--- config.mk ---
export PLATFORM = sky130hd
export DESIGN_NAME = multi_reader_receive_ring
export DESIGN_NICKNAME = d
export VERILOG_FILES = /design/src/rtl/core/mrr_pkg.sv /design/src/rtl/core/multi_reader_receive_ring.sv /design/src/rtl/core/mrr_byte_store.sv
export VERILOG_INCLUDE_DIRS = /design/src /design/src/rtl/core
export SDC_FILE = /design/constraint.sdc
export NUM_CORES = 1
export LEC_CHECK = 0
export ABC_AREA = 1
export BUFFER_PORTS_ARGS = -buffer_cell sky130_fd_sc_hd__buf_2
export CORE_MARGIN = 5
export CORE_UTILIZATION = 61
export DETAILED_ROUTE_END_ITERATION = 16
export PLACE_DENSITY_LB_ADDON = 0.25
export SLEW_MARGIN = 20
export SYNTH_ARGS = -nofsm -noshare
export SYNTH_HDL_FRONTEND = slang
export SYNTH_SLANG_ARGS = --single-unit
--- constraint.sdc ---
create_clock -name clock -period 7.6 [get_ports clock]
set_input_delay 1.9 -clock clock [delete_from_list [all_inputs] [get_ports clock]]
set_output_delay 1.9 -clock clock [all_outputs]
set_load 0.005 [all_outputs]
--- src/rtl/core/multi_reader_receive_ring_macros.svh ---
// Assertion macros shared by the receive ring RTL.
// Included by files that carry concurrent checks; no other dependencies.
`ifndef MULTI_READER_RECEIVE_RING_MACROS_SVH
`define MULTI_READER_RECEIVE_RING_MACROS_SVH

// same-cycle implication, disabled during reset
`define MRR_ASSERT_IMP(label, clk, rst, ante, cons) \
   label: assert property (@(posedge clk) disable iff (rst) (ante) |-> (cons)) \
      else $error("mrr: same-cycle check failed");

// next-cycle implication, disabled during reset
`define MRR_ASSERT_NXT(label, clk, rst, ante, cons) \
   label: assert property (@(posedge clk) disable iff (rst) (ante) |=> (cons)) \
      else $error("mrr: next-cycle check failed");

`endif

--- src/rtl/core/mrr_pkg.sv ---
// Types and constants for the multi-reader receive ring.
// No dependencies; imported by the ring top level.
package mrr_pkg;

   typedef enum logic [1:0] {
      MODE_RECEIVE = 2'd0,
      MODE_READ    = 2'd1,
      MODE_DISCARD = 2'd2,
      MODE_CHECK   = 2'd3
   } mode_type;

   typedef enum logic {
      S_IDLE = 1'b0,
      S_DATA = 1'b1
   } state_type;

   // most bytes delivered for one read item
   localparam logic [3:0] MAX_OUT = 4'd15;

   typedef struct packed {
      logic [7:0] read_byte;
      logic       byte_valid;
      logic       overflow_seen;
      logic [3:0] buffered;
      logic       last;
   } rsp_type;

endpackage

--- src/rtl/core/multi_reader_receive_ring.sv ---
// Multi-reader receive ring. A receive item (mode 0) stores its byte and
// gives no result; any reader it laps gets a sticky overflow flag and loses what it had
// pending. Discard, check and out-of-range items give one result each.
// A read of n bytes (n = min(count, pending, 15), at least one result) first issues a
// byte store read, then gives one byte per cycle while rsp_tready holds, since the next
// store read is issued in the cycle a byte moves into the result register. A new item is
// taken only when the result register is free or being emptied; rsp_tready low stalls
// the read sequence. The byte store needs no clearing after reset.
`include "multi_reader_receive_ring_macros.svh"

module multi_reader_receive_ring #(
   parameter int DEPTH   = 16,
   parameter int READERS = 5
) (
   input  logic        clock,
   input  logic        reset,
   input  logic        req_tvalid,
   output logic        req_tready,
   input  logic [15:0] req_tdata,   // reader[2:0], rx_byte[10:3], count[15:11]
   input  logic [1:0]  req_tuser,   // mode[1:0]
   output logic        rsp_tvalid,
   input  logic        rsp_tready,
   output logic [15:0] rsp_tdata,   // read_byte[7:0], buffered[11:8], zero[15:12]
   output logic [1:0]  rsp_tuser,   // byte_valid[0], overflow_seen[1]
   output logic        rsp_tlast    // last
);

   import mrr_pkg::*;

   localparam int PW = $clog2(DEPTH);
   localparam int RW = (READERS > 1) ? $clog2(READERS) : 1;

   state_type            state_ff, state_in;
   logic [PW-1:0]        wp_ff, wp_in;
   logic [PW-1:0]        rp_ff [READERS];
   logic [PW-1:0]        rp_in [READERS];
   logic [READERS-1:0]   flag_ff, flag_in;
   logic [3:0]           cnt_ff, cnt_in;
   logic [RW-1:0]        cur_ff, cur_in;
   rsp_type              out_ff, out_in;
   logic                 rsp_tvalid_ff, rsp_tvalid_in;

   mode_type             mode;
   logic [2:0]           rdr;
   logic [7:0]           rx_byte;
   logic [4:0]           count;
   logic                 in_range;
   logic [RW-1:0]        req_idx, sel_idx;
   logic [PW-1:0]        rp_sel, rp_adv, wp_next;
   logic [PW:0]          wp_x, rp_x;
   logic [PW-1:0]        pend;
   logic [PW+3:0]        pend_x;
   logic [3:0]           avail4, count4, n4;
   logic                 out_free, accept;
   logic                 wr_en, rd_en;
   logic [7:0]           rd_data;

   assign mode     = mode_type'(req_tuser);
   assign rdr      = req_tdata[2:0];
   assign rx_byte  = req_tdata[10:3];
   assign count    = req_tdata[15:11];
   assign in_range = {29'b0, rdr} < 32'(READERS);
   assign req_idx  = RW'(rdr);

   assign out_free = !rsp_tvalid_ff || rsp_tready;
   assign sel_idx  = (state_ff == S_IDLE) ? req_idx : cur_ff;
   assign rp_sel   = rp_ff[sel_idx];
   assign rp_adv   = (rp_sel == PW'(DEPTH - 1)) ? '0 : rp_sel + PW'(1);
   assign wp_next  = (wp_ff == PW'(DEPTH - 1)) ? '0 : wp_ff + PW'(1);

   // pending = (wp - rp) mod DEPTH, DEPTH need not be a power of two
   assign wp_x   = {1'b0, wp_ff};
   assign rp_x   = {1'b0, rp_sel};
   assign pend   = PW'((wp_x >= rp_x) ? (wp_x - rp_x) : (wp_x + (PW+1)'(DEPTH) - rp_x));
   assign pend_x = (PW+4)'(pend);
   assign avail4 = (pend_x > (PW+4)'(MAX_OUT)) ? MAX_OUT : pend_x[3:0];
   assign count4 = (count > 5'(MAX_OUT)) ? MAX_OUT : count[3:0];
   assign n4     = (count4 < avail4) ? count4 : avail4;

   assign req_tready = (state_ff == S_IDLE) && out_free;
   assign accept     = req_tvalid && req_tready;

   mrr_byte_store #(
      .DEPTH (DEPTH)
   ) u_store (
      .clock   (clock),
      .wr_en   (wr_en),
      .wr_addr (wp_ff),
      .wr_data (rx_byte),
      .rd_en   (rd_en),
      .rd_addr (rp_sel),
      .rd_data (rd_data)
   );

   always_comb begin
      state_in      = state_ff;
      wp_in         = wp_ff;
      rp_in         = rp_ff;
      flag_in       = flag_ff;
      cnt_in        = cnt_ff;
      cur_in        = cur_ff;
      out_in        = out_ff;
      rsp_tvalid_in = rsp_tvalid_ff && !rsp_tready;
      wr_en         = 1'b0;
      rd_en         = 1'b0;

      case (state_ff)
         S_IDLE: begin
            if (accept) begin
               if (mode == MODE_RECEIVE) begin
                  wr_en = 1'b1;
                  // a reader sitting on the new write position is lapped
                  for (int i = 0; i < READERS; i++) begin
                     if (rp_ff[i] == wp_next) begin
                        flag_in[i] = 1'b1;
                     end
                  end
                  wp_in = wp_next;
               end else if (!in_range) begin
                  out_in        = '{read_byte: 8'd0, byte_valid: 1'b0, overflow_seen: 1'b0,
                                    buffered: 4'd0, last: 1'b1};
                  rsp_tvalid_in = 1'b1;
               end else begin
                  case (mode)
                     MODE_READ: begin
                        if (n4 == 4'd0) begin
                           out_in        = '{read_byte: 8'd0, byte_valid: 1'b0,
                                             overflow_seen: flag_ff[sel_idx],
                                             buffered: pend_x[3:0], last: 1'b1};
                           rsp_tvalid_in = 1'b1;
                        end else begin
                           rd_en          = 1'b1;
                           rp_in[sel_idx] = rp_adv;
                           cnt_in         = n4;
                           cur_in         = req_idx;
                           state_in       = S_DATA;
                        end
                     end
                     MODE_DISCARD: begin
                        rp_in[sel_idx]   = wp_ff;
                        flag_in[sel_idx] = 1'b0;
                        out_in           = '{read_byte: 8'd0, byte_valid: 1'b0,
                                             overflow_seen: flag_ff[sel_idx],
                                             buffered: 4'd0, last: 1'b1};
                        rsp_tvalid_in    = 1'b1;
                     end
                     default: begin
                        flag_in[sel_idx] = 1'b0;
                        out_in           = '{read_byte: 8'd0, byte_valid: 1'b0,
                                             overflow_seen: flag_ff[sel_idx],
                                             buffered: pend_x[3:0], last: 1'b1};
                        rsp_tvalid_in    = 1'b1;
                     end
                  endcase
               end
            end
         end
         S_DATA: begin
            // rp already points past the byte in rd_data
            if (out_free) begin
               out_in        = '{read_byte: rd_data, byte_valid: 1'b1,
                                 overflow_seen: flag_ff[sel_idx],
                                 buffered: pend_x[3:0], last: (cnt_ff == 4'd1)};
               rsp_tvalid_in = 1'b1;
               cnt_in        = cnt_ff - 4'd1;
               if (cnt_ff == 4'd1) begin
                  state_in = S_IDLE;
               end else begin
                  rd_en          = 1'b1;
                  rp_in[sel_idx] = rp_adv;
               end
            end
         end
         default: begin
            state_in = S_IDLE;
         end
      endcase
   end

   always_ff @(posedge clock) begin
      if (reset) begin
         state_ff      <= S_IDLE;
         wp_ff         <= '0;
         flag_ff       <= '0;
         rsp_tvalid_ff <= 1'b0;
         for (int i = 0; i < READERS; i++) begin
            rp_ff[i] <= '0;
         end
      end else begin
         state_ff      <= state_in;
         wp_ff         <= wp_in;
         flag_ff       <= flag_in;
         rsp_tvalid_ff <= rsp_tvalid_in;
         rp_ff         <= rp_in;
      end
   end

   always_ff @(posedge clock) begin
      cnt_ff <= cnt_in;
      cur_ff <= cur_in;
      out_ff <= out_in;
   end

   assign rsp_tvalid = rsp_tvalid_ff;
   assign rsp_tdata  = {4'd0, out_ff.buffered, out_ff.read_byte};
   assign rsp_tuser  = {out_ff.overflow_seen, out_ff.byte_valid};
   assign rsp_tlast  = out_ff.last;

   `MRR_ASSERT_IMP(a_data_count, clock, reset, state_ff == S_DATA, cnt_ff != 4'd0)
   `MRR_ASSERT_IMP(a_wp_range, clock, reset, 1'b1, wp_ff <= PW'(DEPTH - 1))
   `MRR_ASSERT_IMP(a_empty_rsp, clock, reset, rsp_tvalid_ff && !out_ff.byte_valid, out_ff.last && (out_ff.read_byte == 8'd0))
   `MRR_ASSERT_NXT(a_read_end, clock, reset, (state_ff == S_DATA) && out_free && (cnt_ff == 4'd1), (state_ff == S_IDLE) && rsp_tvalid_ff && out_ff.last)

endmodule

--- src/rtl/core/mrr_byte_store.sv ---
// Byte store of the receive ring: one write port, one read port with
// registered read data. Standalone, no package needed.
module mrr_byte_store #(
   parameter int DEPTH = 16
) (
   input  logic                     clock,
   input  logic                     wr_en,
   input  logic [$clog2(DEPTH)-1:0] wr_addr,
   input  logic [7:0]               wr_data,
   input  logic                     rd_en,
   input  logic [$clog2(DEPTH)-1:0] rd_addr,
   output logic [7:0]               rd_data
);

   logic [7:0] mem [DEPTH];
   logic [7:0] rd_data_ff;

   always_ff @(posedge clock) begin
      if (wr_en) begin
         mem[wr_addr] <= wr_data;
      end
   end

   always_ff @(posedge clock) begin
      if (rd_en) begin
         rd_data_ff <= mem[rd_addr];
      end
   end

   assign rd_data = rd_data_ff;

endmodule
==> flow_metrics.tcl, run 1 <==
set metrics [dict create \
    first_global_vias 6484 \
    clk_transition_reported_paths_ps 70 \
    critical_path.n_buffers_inverters 4 \
    hold_slack_ps 481.3 \
    grt_pass1_wl_um 33920 \
    dr_total_vias 7042 \
    family_of_cells_with_the_greatest_summed_delay_on_the_critical_path "simple AND/OR/NAND/NOR gates" \
    floorplan.initialDensity_pct 61.64 \
    path_max_fanout 19 \
    drive_gt1_share_pct 9.913 \
    yosysUniqueCellTypes 41 \
    timing.critical_path.mode_cell "sky130_fd_sc_hd__nand2_1" \
    layout_commonest_cell "sky130_fd_sc_hd__nand2_1" \
    cts_buffers 17 \
    syn_area_um2 9266 \
    route.detailed.vias_per_inst 5.739 \
    clockBufferDepth 2 \
    period_share_pct 75.73 \
    dr.pass1.iters 6 \
    worstSkewPairLatency_ps 450 \
    worstHoldPathType "flip-flop to flip-flop" \
    gr-usage-all-layers_pct 24.61 \
    synth.avg_cell_area_um2 9.248 \
    setup_total_negative_slack_ps 0 \
    clock_tree.root_cell "sky130_fd_sc_hd__clkbuf_16" \
    die_width_um 133.3 \
    pins_over_their_slew_limit 0 \
    min_period_ps 5756 \
    switchingPower_uw 783.6 \
    power-per-cell-area_nw_per_um2 256.7 \
    max_clock_freq_ghz 0.1737 \
    io_buffer_count 38 \
    p_leak_nw 4.110 \
    run_status "complete, no violations" \
    number_of_inserted_diodes 0 \
    post-layout-total-power_mw 2.595 \
    worst_clock_skew_ps 6.343 \
    comb_power_share_pct 18.5 \
    worst-slew-pin-transition_ps 983.1 \
    critical_path.startpoint_type "input port" \
    ys_warn_count 0 \
    dieHeight_um 133.3 \
    clock_power_share_pct 35.9 \
    ys_seq_elements 189 \
    nNetsFinal 1065 \
    max-slew-margin-rel_pct 34.02 \
    level_count_of_the_clock_h_tree 4 \
    dpl.cell_count 1195 \
    floorplan.die_area_um2 17760 \
    cellInternalPower_mw 1.811 \
    worst_ep_required_time_ps 7680 \
    final_core_util_pct 67.24 \
    arrival_ps 5840 \
    critical_path.cell_chain "buf_2 > inv_1 > nand2_1 > nand2_2 > nand2_1 > nand3_1 > nand2_1 > nor2_4 > ha_1 > a21oi_1 > o21ai_0 > xnor2_1 > inv_1 > ha_1 > inv_1 > a21oi_1 > nand2_1 > nand2_1 > nand2_1 > nand2_1 > o21ai_0 > or2_2 > o21ai_1" \
    pin_count 43 \
    antenna_found_initial 0 \
    pin_count_of_the_biggest_net_entering_global_routing 90 \
    vdd_ir_drop_max_uv 231.4 \
    placeable_core_area_um2 15030 \
    synth.yosys.seq_area_share_pct 57.90 \
    grt_setup_unrepaired "no" \
    sequentialPowerShare_pct 45.6 \
    finalWeightedCongestion 0.9731 \
    tritoncts_num_sinks 189 \
    critical-path-slowest-cell "sky130_fd_sc_hd__nor2_4" \
    synthesis.instances 1002 \
    gr-total-overflow 0 \
    finalNonFillerCells 1227 \
    most-common-layout-cells "sky130_fd_sc_hd__nand2_1 (274), sky130_fd_sc_hd__edfxtp_1 (158), sky130_fd_sc_hd__nor3_1 (97)" \
    setup_failing_eps_final 0 \
    cts_repair_resizes 0 \
    detailedRoute.firstIterationViolations 802 \
    antenna_left 0 \
    cpPeakStageDelay_ps 460 \
    routed_wire_length_per_instance_um 17.56 \
    post_cts_setup_repair_bufs 0 \
    drcViolationCount 0 \
    maxCapViolations 0 \
    tritoncts "yes" \
    hold_buffers 0 \
    core.rowCount 45 \
    swShare_pct 30.20 \
    worst-setup-path-type "input port to flip-flop" \
    dpl.hpwl_um 13640 \
    flow.area_growth_from_synthesis_pct 9.087 \
    routed_wl_um 21550 \
    cp-end-kind "flip-flop" \
    report.final.hold_viol_count 0 \
]
## worst paths after layout
path                            slack, ps         start  depth (start not counted)                  to
worst max register to register       2190      state_ff                         21  u_store.rd_data[5]
worst min-delay path                  480    flag_ff[4]                          2          flag_ff[4]
worst min register to register        480    flag_ff[4]                          2          flag_ff[4]
worst max-delay path                 1840  req_tdata[0]                         23  u_store.rd_data[5]
## tightest hold or removal path, stage by stage (launching register included)
cell                      delay [ps]
sky130_fd_sc_hd__dfxtp_1         320
sky130_fd_sc_hd__o31ai_1          60
sky130_fd_sc_hd__a21oi_1          60
## Yosys cell counts
cell                         n  share of area [%]
sky130_fd_sc_hd__o21bai_1    1              0.081
sky130_fd_sc_hd__nor2_8      1               0.22
sky130_fd_sc_hd__inv_4       1              0.068
sky130_fd_sc_hd__edfxtp_1  158                 51
sky130_fd_sc_hd__a31oi_2     1               0.14
sky130_fd_sc_hd__xnor2_1     3               0.28
sky130_fd_sc_hd__dfxtp_1    31                6.7
sky130_fd_sc_hd__buf_4       9               0.73
sky130_fd_sc_hd__inv_1      89                3.6
sky130_fd_sc_hd__nor2_4      3               0.36
sky130_fd_sc_hd__conb_1      1              0.040
sky130_fd_sc_hd__a21o_1      1              0.081
sky130_fd_sc_hd__or4_1       2               0.16
sky130_fd_sc_hd__nand3_4     1               0.19
sky130_fd_sc_hd__inv_2       3               0.12
sky130_fd_sc_hd__nand2_4     3               0.36
sky130_fd_sc_hd__fa_1        1               0.22
sky130_fd_sc_hd__nor2_1     78                3.2
sky130_fd_sc_hd__o31ai_1     5               0.41
sky130_fd_sc_hd__clkbuf_1   10               0.41
sky130_fd_sc_hd__xor2_1      9               0.85
sky130_fd_sc_hd__a211oi_1    1              0.081
sky130_fd_sc_hd__or2_2       2               0.14
sky130_fd_sc_hd__ha_1       16                2.2
sky130_fd_sc_hd__nor3_1     97                5.2
sky130_fd_sc_hd__nand3b_1    2               0.16
sky130_fd_sc_hd__nor2_2      3               0.20
sky130_fd_sc_hd__o21ai_1    16               0.86
sky130_fd_sc_hd__nand2_2     7               0.47
sky130_fd_sc_hd__a21boi_0    1              0.081
sky130_fd_sc_hd__buf_6       7               0.85
sky130_fd_sc_hd__nand4_1    13               0.88
sky130_fd_sc_hd__nand2_1   274                 11
sky130_fd_sc_hd__nand3_2     2               0.22
sky130_fd_sc_hd__o21ai_2     1              0.095
sky130_fd_sc_hd__a22oi_1     1              0.081
sky130_fd_sc_hd__a21oi_1    42                2.3
sky130_fd_sc_hd__a31oi_1     1              0.068
sky130_fd_sc_hd__buf_2      15               0.81
sky130_fd_sc_hd__o21ai_0    40                2.2
sky130_fd_sc_hd__nand3_1    50                2.7
## cells by family (layout without fill, tap and decap cells)
logic type               count (synthesis)  after routing  synth area share, %
AO/OA/AOI/OAI                          111            111                6.400
XOR/XNOR                                12             12                1.134
adder cells (fa/ha/maj)                 17             17                2.376
buffers and inverters                  134            168                6.589
flip-flops                             189            189                57.90
other                                    1              4              0.04047
AND/OR/NAND/NOR                        538            538                25.56
## flip-flops by register name, summed over array words and instances (netlist names), 2 cells and up
name	flops
cur_ff	3
u_store.rd_data	8
wp_ff	4
cnt_ff	4
rsp_tuser	2
u_store.mem	128
rp_ff	20
flag_ff	5
rsp_tdata	12
## power groups by stage
stage                     registers (mW)  clock network (mW)  logic [mW]
after floorplan                     1.20                   0       0.360
after global placement              1.21                   0       0.469
after detailed placement            1.21                   0       0.472
after CTS                           1.18               0.937       0.477
after global routing                1.19               0.980       0.542
final                               1.18               0.931       0.480
## layout make-up
| cell class | count | area, µm² |
|---|---|---|
| multi-input cells | 682 | 3302 |
| well taps | 188 | 235.2 |
| fillers | 1156 | 4925 |
| flip-flops and latches | 189 | 5365 |
| inverters | 93 | 351.6 |
| repair buffers | 43 | 227.7 |
| clock inverters | 15 | 201.4 |
| clock buffers | 17 | 425.4 |
## metrics by stage
stage | worst slack (ps) | cell area [µm²]
3_5_place_dp | 1459 | 9482
4_1_cts | 1836 | 10110
5_1_grt | 1491 | 10110
2_1_floorplan | 1318 | 9278
3_3_place_gp | 1530 | 9482
6_report | 1844 | 10110
## per-layer routing
metal  GRT usage (%)  wire length (µm)
met2           40.21             10580
met4           9.714               623
met3           5.023              1510
met5               0                 0
met1           32.59              8828
(Power assumes the default switching activity.)
==> inputs of run 2 (changes only) <==
- clock period: 7.6 -> 5.6 ns (I/O delays scaled with it)
==> run 2 against run 1 <==
  * Critical path depth unchanged
  * First-iteration DRC count increased by 25%
  * Sequential power increased by 36%
  * Wire length decreased by 0.78%
==> flow_metrics.tcl, run 2 (synthesis results as in run 1) <==
set metrics [dict create \
    maxCapViolations 0 \
    cts_buffers 17 \
    floorplan.initialDensity_pct 61.64 \
    max_clock_freq_ghz 0.1961 \
    dieHeight_um 133.3 \
    cpPeakStageDelay_ps 410 \
    tritoncts_num_sinks 189 \
    clock_tree.root_cell "sky130_fd_sc_hd__clkbuf_16" \
    post_cts_setup_repair_bufs 0 \
    cts_repair_resizes 0 \
    io_buffer_count 38 \
    largest-register "u_store.mem" \
    flow.area_growth_from_synthesis_pct 8.601 \
    vdd_ir_drop_max_uv 295.4 \
    route.detailed.vias_per_inst 5.723 \
    grt_util_met3_pct 4.267 \
    pins_over_their_slew_limit 0 \
    postLayoutCellArea_um2 10060 \
    grt_setup_unrepaired "no" \
    routed_wl_um 21380 \
    gr-total-overflow 0 \
    cp-end-kind "flip-flop" \
    swShare_pct 30.73 \
    comb_power_share_pct 19.2 \
    run_status "complete, no violations" \
    finalWeightedCongestion 0.9744 \
    setup_failing_eps_final 0 \
    placeable_core_area_um2 15030 \
    antenna_found_initial 0 \
    drive_gt1_share_pct 9.798 \
    critical_path.startpoint_type "input port" \
    nNetsFinal 1068 \
    worst_ep_required_time_ps 5660 \
    antenna_left 0 \
    post-layout-total-power_mw 3.410 \
    tritoncts "yes" \
    worst_clock_skew_ps 9.828 \
    grt_pass1_wl_um 34040 \
    reg2reg_launch_point "state_ff" \
    drcViolationCount 0 \
    dpl.hpwl_um 13860 \
    p_leak_nw 4.089 \
    level_count_of_the_clock_h_tree 4 \
    arrival_ps 5160 \
    period_share_pct 91.06 \
    cellInternalPower_mw 2.362 \
    most-common-layout-cells "sky130_fd_sc_hd__nand2_1 (274), sky130_fd_sc_hd__edfxtp_1 (158), sky130_fd_sc_hd__nor3_1 (97)" \
    layout.filler_cells 1183 \
    number_of_inserted_diodes 0 \
    pin_count_of_the_biggest_net_entering_global_routing 90 \
    worst-setup-path-type "input port to flip-flop" \
    globalRouteMet1Util_pct 33.02 \
    sequentialPowerShare_pct 47.1 \
    worstHoldPathType "flip-flop to flip-flop" \
    report.final.hold_viol_count 0 \
    placedInstanceArea_um2 9504 \
    clk_transition_reported_paths_ps 70 \
    family_of_cells_with_the_greatest_summed_delay_on_the_critical_path "simple AND/OR/NAND/NOR gates" \
    die_width_um 133.3 \
    layout_commonest_cell "sky130_fd_sc_hd__nand2_1" \
    min_from "flag_ff[1]" \
    switchingPower_mw 1.048 \
    largest_reg_flops 128 \
    cp-startpoint "req_tdata[0]" \
    routed_wire_length_per_instance_um 17.39 \
    core.rowCount 45 \
    setup_total_negative_slack_ps 0 \
    detailedRoute.firstIterationViolations 1004 \
    first_global_vias 6515 \
    critical_path.n_buffers_inverters 4 \
    floorplan.die_area_um2 17760 \
    timing.critical_path.mode_cell "sky130_fd_sc_hd__nand2_1" \
    critical_path.cell_chain "buf_2 > inv_1 > nand2_1 > nand2_2 > nand3_2 > inv_2 > nand2_1 > nand2_2 > nor2_8 > ha_1 > fa_1 > xor2_1 > ha_1 > inv_1 > nor2_1 > nand2_1 > nand2_1 > nand2_1 > nand2_1 > nand2_1 > o21ai_0 > or2_2 > o21ai_1" \
    dr.pass1.iters 5 \
    power-per-cell-area_nw_per_um2 338.8 \
    worstSkewPairLatency_ps 440 \
    max-slew-margin-rel_pct 33.65 \
    grtUsageMet2_pct 41.79 \
    hold_slack_ps 478.4 \
    grt_busiest_layer "met2" \
    worst-slew-pin-transition_ps 991.9 \
    dr_total_vias 7034 \
    min_period_ps 5099 \
    path_max_fanout 12 \
    hold_buffers 0 \
    clockBufferDepth 2 \
    critical-path-slowest-cell "sky130_fd_sc_hd__fa_1" \
    gr-usage-all-layers_pct 24.61 \
    pin_count 43 \
    clock_power_share_pct 33.7 \
]
## run 2: cell types whose count changed in the layout (fill, tap and decap cells not counted), sizes merged
cell	before	now
clkbuf	17	18
bufinv	2	0
buf	43	46
inv	99	98
clkinv	6	7
## run 2: path summary, 6_finish.rpt
check,to,slack (ps),cells after the start
worst min register to register,flag_ff[1],480,2
worst min-delay path,flag_ff[1],480,2
worst max-delay path,u_store.rd_data[2],500,23
worst max register to register,u_store.rd_data[2],860,22
## run 2: final cells by class
class | count | area [µm²] | share of cell area, %
clock buffers | 18 | 429.2 | 4.265
clock inverters | 13 | 130.1 | 1.293
inverters | 93 | 351.6 | 3.494
multi-input cells | 682 | 3302 | 32.81
flip-flops and latches | 189 | 5365 | 53.31
well taps | 188 | 235.2 | 2.337
repair buffers | 46 | 250.2 | 2.487
## run 2: worst reg2reg max path, cell delays in order (launching register included)
cell	delay, ps
sky130_fd_sc_hd__dfxtp_1	430
sky130_fd_sc_hd__inv_2	290
sky130_fd_sc_hd__nand2_1	110
sky130_fd_sc_hd__nand2_2	180
sky130_fd_sc_hd__nand3_2	300
sky130_fd_sc_hd__inv_2	180
sky130_fd_sc_hd__nand2_1	90
sky130_fd_sc_hd__nand2_2	130
sky130_fd_sc_hd__nor2_8	60
sky130_fd_sc_hd__ha_1	220
sky130_fd_sc_hd__fa_1	410
sky130_fd_sc_hd__xor2_1	260
sky130_fd_sc_hd__ha_1	290
sky130_fd_sc_hd__inv_1	50
sky130_fd_sc_hd__nor2_1	30
sky130_fd_sc_hd__nand2_1	110
sky130_fd_sc_hd__nand2_1	110
sky130_fd_sc_hd__nand2_1	120
sky130_fd_sc_hd__nand2_1	70
sky130_fd_sc_hd__nand2_1	70
sky130_fd_sc_hd__o21ai_0	120
sky130_fd_sc_hd__or2_2	330
sky130_fd_sc_hd__o21ai_1	410
## run 2: power by group through the flow
stage               logic [mW]  registers, mW  clock network, mW
floorplan                0.489           1.63                  0
global placement         0.636           1.63                  0
detailed placement       0.646           1.64                  0
CTS                      0.651           1.60               1.16
global route             0.740           1.61               1.22
finish                   0.656           1.60               1.15
## run 2: stage by stage
| stage | utilization [%] | std cells | setup WS [ps] |
|---|---|---|---|
| global route | 66.94 | 1229 | 182.4 |
| finish | 66.94 | 1229 | 500.7 |
| CTS | 66.94 | 1229 | 519.7 |
| detailed placement | 63.22 | 1198 | 74.00 |
| floorplan | - | 1005 | 225.7 |
| global placement | 63.22 | 1198 | 249.6 |
## run 2: layer usage
layer  wire [µm]  share of wire [%]  vias up
met1        9091                 43     3296
li1            -                  -     3435
met2       10530                 49      273
met3        1397                6.5       30
met5           0                  0        -
met4         354                1.7        0
